`src/sv/fir_pkg.sv`:
```
// shared widths, codes and beat types for the q16 fir filter
`default_nettype none

package fir_pkg;

    localparam int PIX_W      = 8;
    localparam int COEF_W     = 16;
    localparam int COEF_SHIFT = 16;
    localparam int SUM_W      = 16;
    localparam int TAPIDX_W   = 4;
    localparam int TAPCNT_W   = 5;
    localparam int SP_W       = 13;
    localparam int PAD_W      = 12;
    localparam int DIM_W      = 13;
    localparam int FILL_W     = 17;
    localparam int CFG_ADDR_W = 3;
    localparam int CFG_DATA_W = 13;

    localparam logic CMD_LOAD_TAP = 1'b0;
    localparam logic CMD_SAMPLE   = 1'b1;

    localparam logic [CFG_ADDR_W-1:0] CFG_TAP_COUNT   = 3'd0;
    localparam logic [CFG_ADDR_W-1:0] CFG_TAP_SPACING = 3'd1;
    localparam logic [CFG_ADDR_W-1:0] CFG_ROW_WIDTH   = 3'd2;
    localparam logic [CFG_ADDR_W-1:0] CFG_ROW_PAD     = 3'd3;
    localparam logic [CFG_ADDR_W-1:0] CFG_ROW_COUNT   = 3'd4;

    typedef struct packed {
        logic                cmd;
        logic [TAPIDX_W-1:0] tap_index;
        logic [COEF_W-1:0]   coefficient;
        logic [PIX_W-1:0]    sample;
        logic                first;
    } fir_in_t;

    typedef struct packed {
        logic [PIX_W-1:0] result;
        logic             last_output;
    } fir_out_t;

    typedef struct packed {
        logic start;
        logic valid;
        logic last;
    } mac_ctl_t;

endpackage

`default_nettype wire

```
`src/sv/fir_mac.sv`:
```
// multiply, q16 truncate and saturating accumulate for one output pixel
`default_nettype none

module fir_mac (
    input  wire logic                      clk,
    input  wire logic                      rst_n,
    input  wire fir_pkg::mac_ctl_t         ctl,
    input  wire logic [fir_pkg::PIX_W-1:0]  pixel,
    input  wire logic [fir_pkg::COEF_W-1:0] coef,
    output logic                           done,
    output logic [fir_pkg::PIX_W-1:0]       sum8
);

    localparam int PROD_W = fir_pkg::PIX_W + fir_pkg::COEF_W;
    localparam int TERM_W = PROD_W - fir_pkg::COEF_SHIFT;
    localparam logic [fir_pkg::SUM_W-1:0] PIX_MAX = fir_pkg::SUM_W'((1 << fir_pkg::PIX_W) - 1);

    logic [PROD_W-1:0]         prod;
    logic [TERM_W-1:0]         term_reg;
    logic                      term_v_reg;
    logic                      term_last_reg;
    logic                      done_reg;
    logic [fir_pkg::SUM_W-1:0] acc_reg;
    logic [fir_pkg::SUM_W:0]   acc_sum;
    logic [fir_pkg::SUM_W-1:0] acc_next;

    assign prod     = PROD_W'(pixel) * PROD_W'(coef);
    assign acc_sum  = {1'b0, acc_reg} + (fir_pkg::SUM_W + 1)'(term_reg);
    assign acc_next = acc_sum[fir_pkg::SUM_W] ? '1 : acc_sum[fir_pkg::SUM_W-1:0];

    always_ff @(posedge clk or negedge rst_n)
    begin
        if (!rst_n)
        begin
            term_v_reg    <= 1'b0;
            term_last_reg <= 1'b0;
            done_reg      <= 1'b0;
        end
        else
        begin
            term_v_reg    <= ctl.valid;
            term_last_reg <= ctl.valid && ctl.last;
            done_reg      <= term_v_reg && term_last_reg;
        end
    end

    always_ff @(posedge clk)
    begin
        term_reg <= prod[PROD_W-1:fir_pkg::COEF_SHIFT];
        if (ctl.start)
        begin
            acc_reg <= '0;
        end
        else if (term_v_reg)
        begin
            acc_reg <= acc_next;
        end
    end

    // accumulator holds after the last term until the next start
    assign done = done_reg;
    assign sum8 = (acc_reg > PIX_MAX) ? '1 : acc_reg[fir_pkg::PIX_W-1:0];

endmodule

`default_nettype wire

```
`config.mk`:
```
export PLATFORM = sky130hd
export DESIGN_NAME = fir_mac
export DESIGN_NICKNAME = d
export VERILOG_FILES = /design/src/sv/fir_pkg.sv /design/src/sv/fir_mac.sv
export SDC_FILE = /design/constraint.sdc
export NUM_CORES = 1
export LEC_CHECK = 0
export BUFFER_PORTS_ARGS = -buffer_cell sky130_fd_sc_hd__buf_4
export CELL_PAD_IN_SITES_DETAIL_PLACEMENT = 1
export CELL_PAD_IN_SITES_GLOBAL_PLACEMENT = 1
export CORE_UTILIZATION = 30
export DETAILED_ROUTE_END_ITERATION = 6
export HOLD_SLACK_MARGIN = 0.12
export PLACE_DENSITY = 0.58
export SYNTH_ARGS = -nofsm -noshare
export SYNTH_HDL_FRONTEND = slang
export SYNTH_SLANG_ARGS = --single-unit
```
`constraint.sdc`:
```
create_clock -name clk -period 4.19 [get_ports clk]
set_input_delay 0.2095 -clock clk [delete_from_list [all_inputs] [get_ports clk]]
set_output_delay 0.2095 -clock clk [all_outputs]
set_load 0.005 [all_outputs]
```
==> results of run 1 <==
## cells in the final DEF (no fill, tap or decap), types with 4 or more instances in the layout
cell / netlist / layout
and2_1: 107 / 107
xnor2_1: 4 / 4
dfxtp_1: 24 / 24
o21ai_1: 8 / 8
inv_1: 100 / 100
buf_4: 0 / 74
a21oi_1: 15 / 13
o211ai_1: 4 / 4
nand2_1: 32 / 32
nor3_1: 8 / 7
fa_1: 84 / 83
or2_2: 7 / 7
nor2_1: 22 / 22
and3_1: 4 / 4
a211oi_2: 10 / 10
o21a_1: 4 / 4
ha_1: 49 / 47
a31oi_1: 5 / 5
xor2_1: 9 / 9
## power breakdown
| group | internal, W | switching, W | leakage, nW |
|---|---|---|---|
| combinational | 0.00101 | 0.00115 | 2.71 |
| sequential | 0.000330 | 0.0000438 | 0.236 |
| clock | 0.000130 | 0.0000899 | 0.0382 |
## layer usage
metal / vias to the layer above / routed length, um / global-route usage [%]
met5: - / 0 / 0
met4: 0 / 37 / 1.136
met3: 4 / 124 / 0.9893
met2: 21 / 6646 / 29.11
met1: 2030 / 5472 / 18.87
li1: 1919 / - / -
## how the worst min path moves through the flow
stage	start	endpoint	slack [ns]	cells past startpoint
3_5_place_dp	rst_n	done	0.004	1
2_1_floorplan	rst_n	done	-0.09	0
6_report	ctl[0]	term_last_reg	0.17	2
3_3_place_gp	rst_n	done	-0.002	1
4_1_cts	ctl[0]	term_last_reg	0.17	2
5_1_grt	ctl[0]	term_last_reg	0.17	2
## worst max-delay path, delay by kind of cell
family	cells	cell delay [ns]
buffers and inverters	3	0.27
and+or+nand+nor	3	0.48
adders and majority gates	5	2.38
AOI/OAI and AO/OA	4	0.88
## stage by stage
stage / setup TNS [ns] / utilization, %
6_report: 0 / 36.43
2_1_floorplan: 0 / -
4_1_cts: 0 / 35.90
5_1_grt: -0.01976 / 36.43
3_5_place_dp: -0.8945 / 35.31
3_3_place_gp: -0.2518 / 35.31
## final cells by class
class,count,area [um^2]
clock buffer,4,78.83
fill,1993,10620
inverter,100,375.4
multi-input combinational,423,4224
sequential,27,555.5
tap,220,275.3
timing repair buffer,76,575.6
## cell families after synthesis
family | Yosys count | share of synthesized area [%]
AND/OR/NAND/NOR | 204 | 22.56
adder cells (fa/ha/maj) | 133 | 44.34
buffers and inverters | 114 | 8.921
AO/OA/AOI/OAI | 73 | 11.24
flip-flops | 27 | 10.73
XOR/XNOR | 13 | 2.200
## what timing repair did
item,4_1_cts,5_1_grt
setup buffers,0,3
endpoints found under the setup margin,0,4
endpoints found under the hold margin,4,0
gates resized for setup,0,12
hold buffers,2,0
==> flow_summary.toml, run 1 <==
[synth]
synthTopCellsByArea = "fa_1 (32%), and2_1 (13%), ha_1 (12%), dfxtp_1 (9.3%), inv_1 (7.3%)"
ys_ff_latch = 27
synthMostInstantiatedCell = "and2_1"
synth_async_sr_flop_share_pct = 11.11
syn_inst = 564
synthTopCellsByCount = "and2_1 (107), inv_1 (100), fa_1 (84), ha_1 (49), nand2_1 (32)"
synthFlopType = "dfxtp_1"
yosysSeqAreaShare_pct = 10.74
syn_area_mm2 = 0.005175
synth_edf_count = 0
synth_top_cell_area_share_pct = 32.50
synth.yosys.warnings = 0
synth_cell_type_count = 55
synth.avg_cell_area_um2 = 9.175
syn_nets = 726
yosysTopAreaCell = "fa_1"

[cells_and_area]
final_cell_area_mm2 = 0.006085
antenna_cells = 0
area.growth.synth_to_final_pct = 17.58
layout.cells.non_filler = 850
drive_gt1_share_pct = 18.25
largest_reg_flops = 16
final_nets = 793

[floorplan]
rows = 47
ios = 38
die_h_um = 133.3
start_util_pct = 30.99
die_x_um = 133.3
core_mm2 = 0.01670
die_area_mm2 = 0.01778

[placed_design]
post-place-ws_ns = -0.1902
gp_congestion = 0.7632
dpl_cell_area_mm2 = 0.005897
dp_hpwl_um = 10520
dp.cells = 841
port_buffers = 37

[drt]
via_count = 3974
drt_wl_total_um = 12280
wl_per_cell_um = 14.45
vias_per_cell = 4.675
first_pass_iters = 4
drt_iter0_drc = 93
drc = 0
ant_nets = 0

[setup_path]
path_class = "in2reg"
worstPathMaxFanout = 10
worstSetupEndpointType = "flip-flop"
reg2reg_from = "acc_reg[0]"
ff2ff_path_depth = 9
arrival_ns = 4.21
path_cells = "buf_4, and2_1, fa_1, fa_1, fa_1, inv_1, fa_1, inv_1, ha_1, and4_4, nor2b_1, o21ai_2, a21boi_4, o211a_1, o32a_1"
critPathSlowestCell = "fa_1"
max_stage_delay_ns = 0.56
endpoint = "term_reg[3]"
worstReg2RegEnd = "acc_reg[15]"
crit_required_ns = 4.35
critPathLaunchType = "input pin"
cpMostUsedCell = "fa_1"
reg2reg_slack_ns = 1.85
crit_start = "pixel[4]"

[clock_network]
clk_pin_slew_worst_paths_ns = 0.07
cts_tree = "done"
cts_max_path_buffers = 2
numClockSinks = 27
h-tree-depth = 1
cts_made_buffers = 3
clk_latency_ns = 0.26
cts_root_buffer = "clkbuf_16"

[global_route]
antenna_found_initial = 0
grt_max_degree = 17
grt_pass1_wl_um = 21950
grt.total_usage_pct = 15.06
grt_pass1_vias = 4636
overflow = 0

[job]
max-cap-violations = 0

[sta]
worstMarginPinSlew_ns = 0.5018
worst_clock_skew_ns = 0.005514
fin_crit_ns = 4.052
fmax_mhz = 246.8
timing.final.crit_share_pct = 96.71
hold_viol_final = 0
setup_viol = 0
maxSlewViolCount = 0
relSlewSlack_pct = 65.68
setup_slack_ns = 0.1377
whs_ns = 0.1730

[run_status]
status = "completed"

[power]
p_total_w = 0.002759
p_leak_nw = 2.987
p_per_area_mw_per_mm2 = 453.5
vdd_drop_max_mv = 0.1742

[hold_path]
hp-class = "in2reg"
Power figures use the tool's default switching activity.
==> inputs of run 2 (changes only) <==
ABC_AREA = 1   (was default)
PLACE_DENSITY = 0.62   (was 0.58)
==> flow_summary.toml, run 2 <==
[clock_network]
clk_latency_ns = 0.26
cts_tree = "done"
h-tree-depth = 1
cts_max_path_buffers = 2
cts_root_buffer = "clkbuf_16"
numClockSinks = 27
cts_made_buffers = 3
clk_pin_slew_worst_paths_ns = 0.07

[hold_path]
hp-class = "in2reg"
hp-start = "ctl[0]"
hold_depth = 3
whs_endpoint = "term_last_reg"

[synth]
synthMostInstantiatedCell = "inv_1"
syn_nets = 1033
synthTopCellsByCount = "inv_1 (262), nand2_1 (249), fa_1 (84), ha_1 (49), nor2_1 (41)"
synth-adder-area-share_pct = 39.53
synth_edf_count = 0
synth.avg_cell_area_um2 = 6.665
syn_inst = 871
synth_xor_area_share_pct = 1.358
synthFlopType = "dfxtp_1"
synthMuxAreaShare_pct = 0
synth.yosys.warnings = 0
synth_top_cell_area_share_pct = 28.97
synth_top_family_by_area = "adder cells"
syn_area_mm2 = 0.005806
synth_cell_type_count = 31
yosysSeqAreaShare_pct = 9.569
ys_ff_latch = 27
synth_async_sr_flop_share_pct = 11.11
synthTopCellsByArea = "fa_1 (29%), inv_1 (17%), nand2_1 (16%), ha_1 (11%), dfxtp_1 (8.3%)"
synth_compound_area_share_pct = 6.272
yosysTopAreaCell = "fa_1"
yosys.area_share.simple_pct = 23.88

[cells_and_area]
drive_gt1_share_pct = 5.675
final_cell_mix = "inv_1 (262), nand2_1 (249), fa_1 (84)"
final_common_cell = "inv_1"
layout.cells.non_filler = 1141
post-route-util_pct = 33.94
final_cell_area_mm2 = 0.006391
largest_reg_flops = 16
area.growth.synth_to_final_pct = 10.09
final_nets = 1044
antenna_cells = 0

[sta]
hold_viol_final = 0
relSlewSlack_pct = 47.46
worstMarginPinSlew_ns = 0.7816
worst_clock_skew_ns = 0.001971
setup_viol = 0
fmax_mhz = 258.9
fin_crit_ns = 3.863
grt_setup_unrepaired = "no"
maxSlewViolCount = 0
timing.final.crit_share_pct = 92.19
setup_tns_ns = 0

[power]
seq_power_share_pct = 12.5
p_leak_nw = 4.086
p_comb_share_pct = 80.0
p_clk_share_pct = 7.5
vdd_drop_max_mv = 0.1578
switching_power_w = 0.001618
p_sw_share_pct = 54.58
p_per_area_mw_per_mm2 = 463.8
p_int_w = 0.001346

[placed_design]
port_buffers = 37
gp_congestion = 0.8100
dp.cells = 1135
dpl_cell_area_mm2 = 0.006285
dp_hpwl_um = 12620

[global_route]
top_usage_layer = "met2"
overflow = 0
grt_pass1_wl_um = 26810
grt_max_degree = 25
use_met2_pct = 29.73
use_met3_pct = 1.189
grt.total_usage_pct = 16.53
antenna_found_initial = 0
grt_pass1_vias = 5739
use_met1_pct = 22.28

[setup_path]
critPathLaunchType = "input pin"
worstSetupEndpointType = "flip-flop"
path_class = "in2reg"
arrival_ns = 4.03
reg2reg_from = "term_reg[0]"
crit_required_ns = 4.35
worstPathMaxFanout = 16
reg2reg_slack_ns = 2.05
ff2ff_path_depth = 12
worstReg2RegEnd = "acc_reg[15]"

[drt]
drt_wl_total_um = 14640
drc = 0
vias_per_cell = 4.407
ant_nets = 0
via_count = 5028
drt_iter0_drc = 162
wl_per_cell_um = 12.83
first_pass_iters = 4

[floorplan]
rows = 50
start_util_pct = 30.83
die_h_um = 141.1
die_x_um = 141.1
core_mm2 = 0.01883
die_area_mm2 = 0.01991
ios = 38

[job]
max-cap-violations = 0

[run_status]
status = "completed"
run 2: logic make-up after synthesis:
family          Yosys count
flops                    27
buf+inv                 298
simple gates            340
fa+ha+maj               133
compound gates           64
xor+xnor                  9
run 2: power groups by stage:
| stage | sequential, W | clock [W] | combinational (W) |
|---|---|---|---|
| floorplan | 0.000357 | 0 | 0.00178 |
| CTS | 0.000373 | 0.000230 | 0.00242 |
| finish | 0.000370 | 0.000223 | 0.00237 |
| global route | 0.000379 | 0.000245 | 0.00284 |
| detailed placement | 0.000378 | 0 | 0.00240 |
| global placement | 0.000378 | 0 | 0.00238 |
run 2: worst max path at each step:
| stage | start | end | slack, ns | cells after the start |
|---|---|---|---|---|
| final | pixel[6] | term_reg[4] | 0.33 | 17 |
| after global routing | pixel[5] | term_reg[4] | 0.01 | 17 |
| after CTS | pixel[7] | term_reg[7] | 0.29 | 22 |
| after detailed placement | pixel[7] | term_reg[7] | 0.02 | 21 |
| after global placement | pixel[6] | term_reg[4] | 0.04 | 17 |
| after floorplan | pixel[4] | term_reg[7] | 0.11 | 20 |
run 2: per-stage QoR:
step | setup slack (ns) | hold slack, ns | total power (W)
after floorplan | 0.1100 | -0.08609 | 0.002135
after global placement | 0.04049 | -0.0003175 | 0.002756
after detailed placement | 0.02005 | 0.001877 | 0.002776
after CTS | 0.2938 | 0.1322 | 0.003023
after global routing | 0.01136 | 0.1420 | 0.003467
final | 0.3271 | 0.1324 | 0.002964
run 2: layer usage:
metal	wire length [um]	up-vias
li1	-	2529
met1	7345	2453
met2	6997	38
met3	212	8
met4	85	0
met5	0	-
run 2: repair_timing:
| item | CTS | global route |
|---|---|---|
| setup endpoints to repair | 0 | 1 |
| hold endpoints to repair | 4 | 0 |
| hold buffers | 2 | 0 |
| resized for setup | 0 | 2 |
| setup buffers | 0 | 0 |
run 2: final cells by class:
| cell class | instances | area [um^2] |
|---|---|---|
| Clock buffer | 4 | 78.83 |
| Fill cell | 2444 | 12440 |
| Inverter | 263 | 987.2 |
| Multi-Input combinational cell | 546 | 4131 |
| Sequential cell | 27 | 555.5 |
| Tap cell | 260 | 325.3 |
| Timing Repair Buffer | 41 | 312.8 |
run 2: worst max-delay path, cell delays in order:
cell,delay [ns]
buf_4,0.21
nand2_1,0.08
inv_1,0.08
fa_1,0.45
fa_1,0.52
fa_1,0.55
inv_1,0.06
fa_1,0.52
inv_1,0.04
ha_1,0.33
nand2_1,0.14
nor2_1,0.28
nand2_1,0.08
nor2_1,0.15
nand4_1,0.14
nand4_1,0.12
nand2_1,0.05
==> inputs of run 3 (changes only) <==
CORE_UTILIZATION = 49   (was 30)
PLACE_DENSITY = 0.91   (was 0.62)
SKIP_LAST_GASP = 1   (was default)
==> flow_summary.toml, run 3 (same netlist as run 2, synthesis figures left out) <==
[run_status]
status = "completed"

[cells_and_area]
drive_gt1_share_pct = 5.688
post-route-util_pct = 54.46
final_cell_mix = "inv_1 (262), nand2_1 (249), fa_1 (84)"
largest_reg_flops = 16
final_common_cell = "inv_1"
area.growth.synth_to_final_pct = 7.565
antenna_cells = 0
final_nets = 1042

[drt]
first_pass_iters = 4
vias_per_cell = 5.214
drt_iter0_drc = 288
wl_per_cell_um = 15.84
via_count = 5329
wl_met2_um = 8540
drc = 0
routed.top_layer = "met4"
drt-met1-wl_um = 6555
drt_wl_total_um = 16190
wl_met3_um = 536
ant_nets = 0

[setup_path]
arrival_ns = 4.09
path_cells = "buf_4, nand2_1, inv_1, fa_1, fa_1, fa_1, inv_1, fa_1, inv_1, ha_1, nand2_1, inv_1, a21oi_1, nor2_2, nor2_1, nand3_1, nand2_1, nand2_1"
critPathLaunchType = "input pin"
worstReg2RegEnd = "acc_reg[10]"
crit_required_ns = 4.36
max_stage_delay_ns = 0.56
worstPathMaxFanout = 16
critPathSlowestCell = "fa_1"
path_class = "in2reg"
worstSetupEndpointType = "flip-flop"
reg2reg_slack_ns = 1.93
ff2ff_path_depth = 12
reg2reg_from = "acc_reg[0]"

[global_route]
grt_pass1_vias = 6092
grt_max_degree = 25
overflow = 0
antenna_found_initial = 0
grt.total_usage_pct = 28.14
grt_pass1_wl_um = 28120

[floorplan]
die_x_um = 110.9
die_h_um = 110.9
rows = 39
core_mm2 = 0.01147
start_util_pct = 50.63
ios = 38
die_area_mm2 = 0.01229

[clock_network]
cts_root_buffer = "clkbuf_16"
numClockSinks = 27
cts_tree = "done"
cts_made_buffers = 3
clk_latency_ns = 0.26
clk_pin_slew_worst_paths_ns = 0.07
cts_max_path_buffers = 2
h-tree-depth = 1

[hold_path]
hp-start = "ctl[0]"
hold_depth = 3
hp-class = "in2reg"
whs_endpoint = "term_last_reg"

[sta]
setup_tns_ns = 0
worstMarginPinSlew_ns = 0.7805
fin_crit_ns = 3.923
setup_viol = 0
maxSlewViolCount = 0
hold_viol_final = 0
timing.final.crit_share_pct = 93.62
grt_setup_unrepaired = "no"
worst_clock_skew_ns = 0.007237
relSlewSlack_pct = 47.97
fmax_mhz = 254.9

[power]
p_leak_nw = 4.076
p_total_w = 0.003062
vdd_drop_max_mv = 0.2552
p_per_area_mw_per_mm2 = 490.3

[job]
max-cap-violations = 0

[placed_design]
gp_congestion = 0.9292
port_buffers = 37
dp_hpwl_um = 13620
## run 3: cell types whose count changed in the layout (fill, tap and decap cells not counted)
cell and delta:
buf_4 -2, ha_1 -1, ha_4 +1, nor2_1 -1
nor2_2 +1
## run 3: critical path: cells and delay by family
family	cells	cell delay, ns
buffers and inverters	5	0.49
AOI/OAI and AO/OA	1	0.31
adders and majority gates	5	2.40
and+or+nand+nor	7	0.67
## run 3: per-stage QoR
| stage | cell area (um^2) | worst slack [ns] | cells | hold WS (ns) |
|---|---|---|---|---|
| after floorplan | 5806 | 0.1100 | 871 | -0.08609 |
| after global placement | 6123 | 0.1014 | 1016 | -0.002604 |
| after detailed placement | 6123 | -0.1019 | 1016 | -0.0003084 |
| after CTS | 6222 | 0.1772 | 1022 | 0.1430 |
| after global routing | 6245 | 0.01185 | 1022 | 0.1483 |
| final | 6245 | 0.2673 | 1022 | 0.1457 |
## run 3: area by class of cell
cell class	count	area, um^2
clock buffer	4	78.83
fill	1563	5223
inverter	263	987.2
multi-input combinational	546	4146
tap	143	178.9
timing repair buffer	39	297.8
sequential	27	555.5
## run 3: worst max-delay path by stage
stage             endpoint     start
3_5_place_dp   term_reg[7]  pixel[7]
4_1_cts        term_reg[7]  pixel[7]
6_report       term_reg[7]  pixel[6]
2_1_floorplan  term_reg[7]  pixel[4]
5_1_grt        term_reg[7]  pixel[7]
3_3_place_gp   term_reg[6]  pixel[7]
## run 3: routing by layer
metal	up-vias	track usage [%]
li1	2531	-
met2	111	52.55
met4	0	9.156
met5	-	0
met3	47	2.679
met1	2640	33.66
## run 3: where the power goes
| part | internal, W | switching [W] | total (W) |
|---|---|---|---|
| registers | 0.000328 | 0.0000466 | 0.000374 |
| clock network | 0.000130 | 0.0000924 | 0.000223 |
| logic | 0.000899 | 0.00157 | 0.00246 |
## run 3: what timing repair did
action,CTS,global route
gates resized for setup,0,4
endpoints found under the hold margin,4,0
buffers inserted,0,0
setup endpoints to repair,0,2
hold buffers,2,0
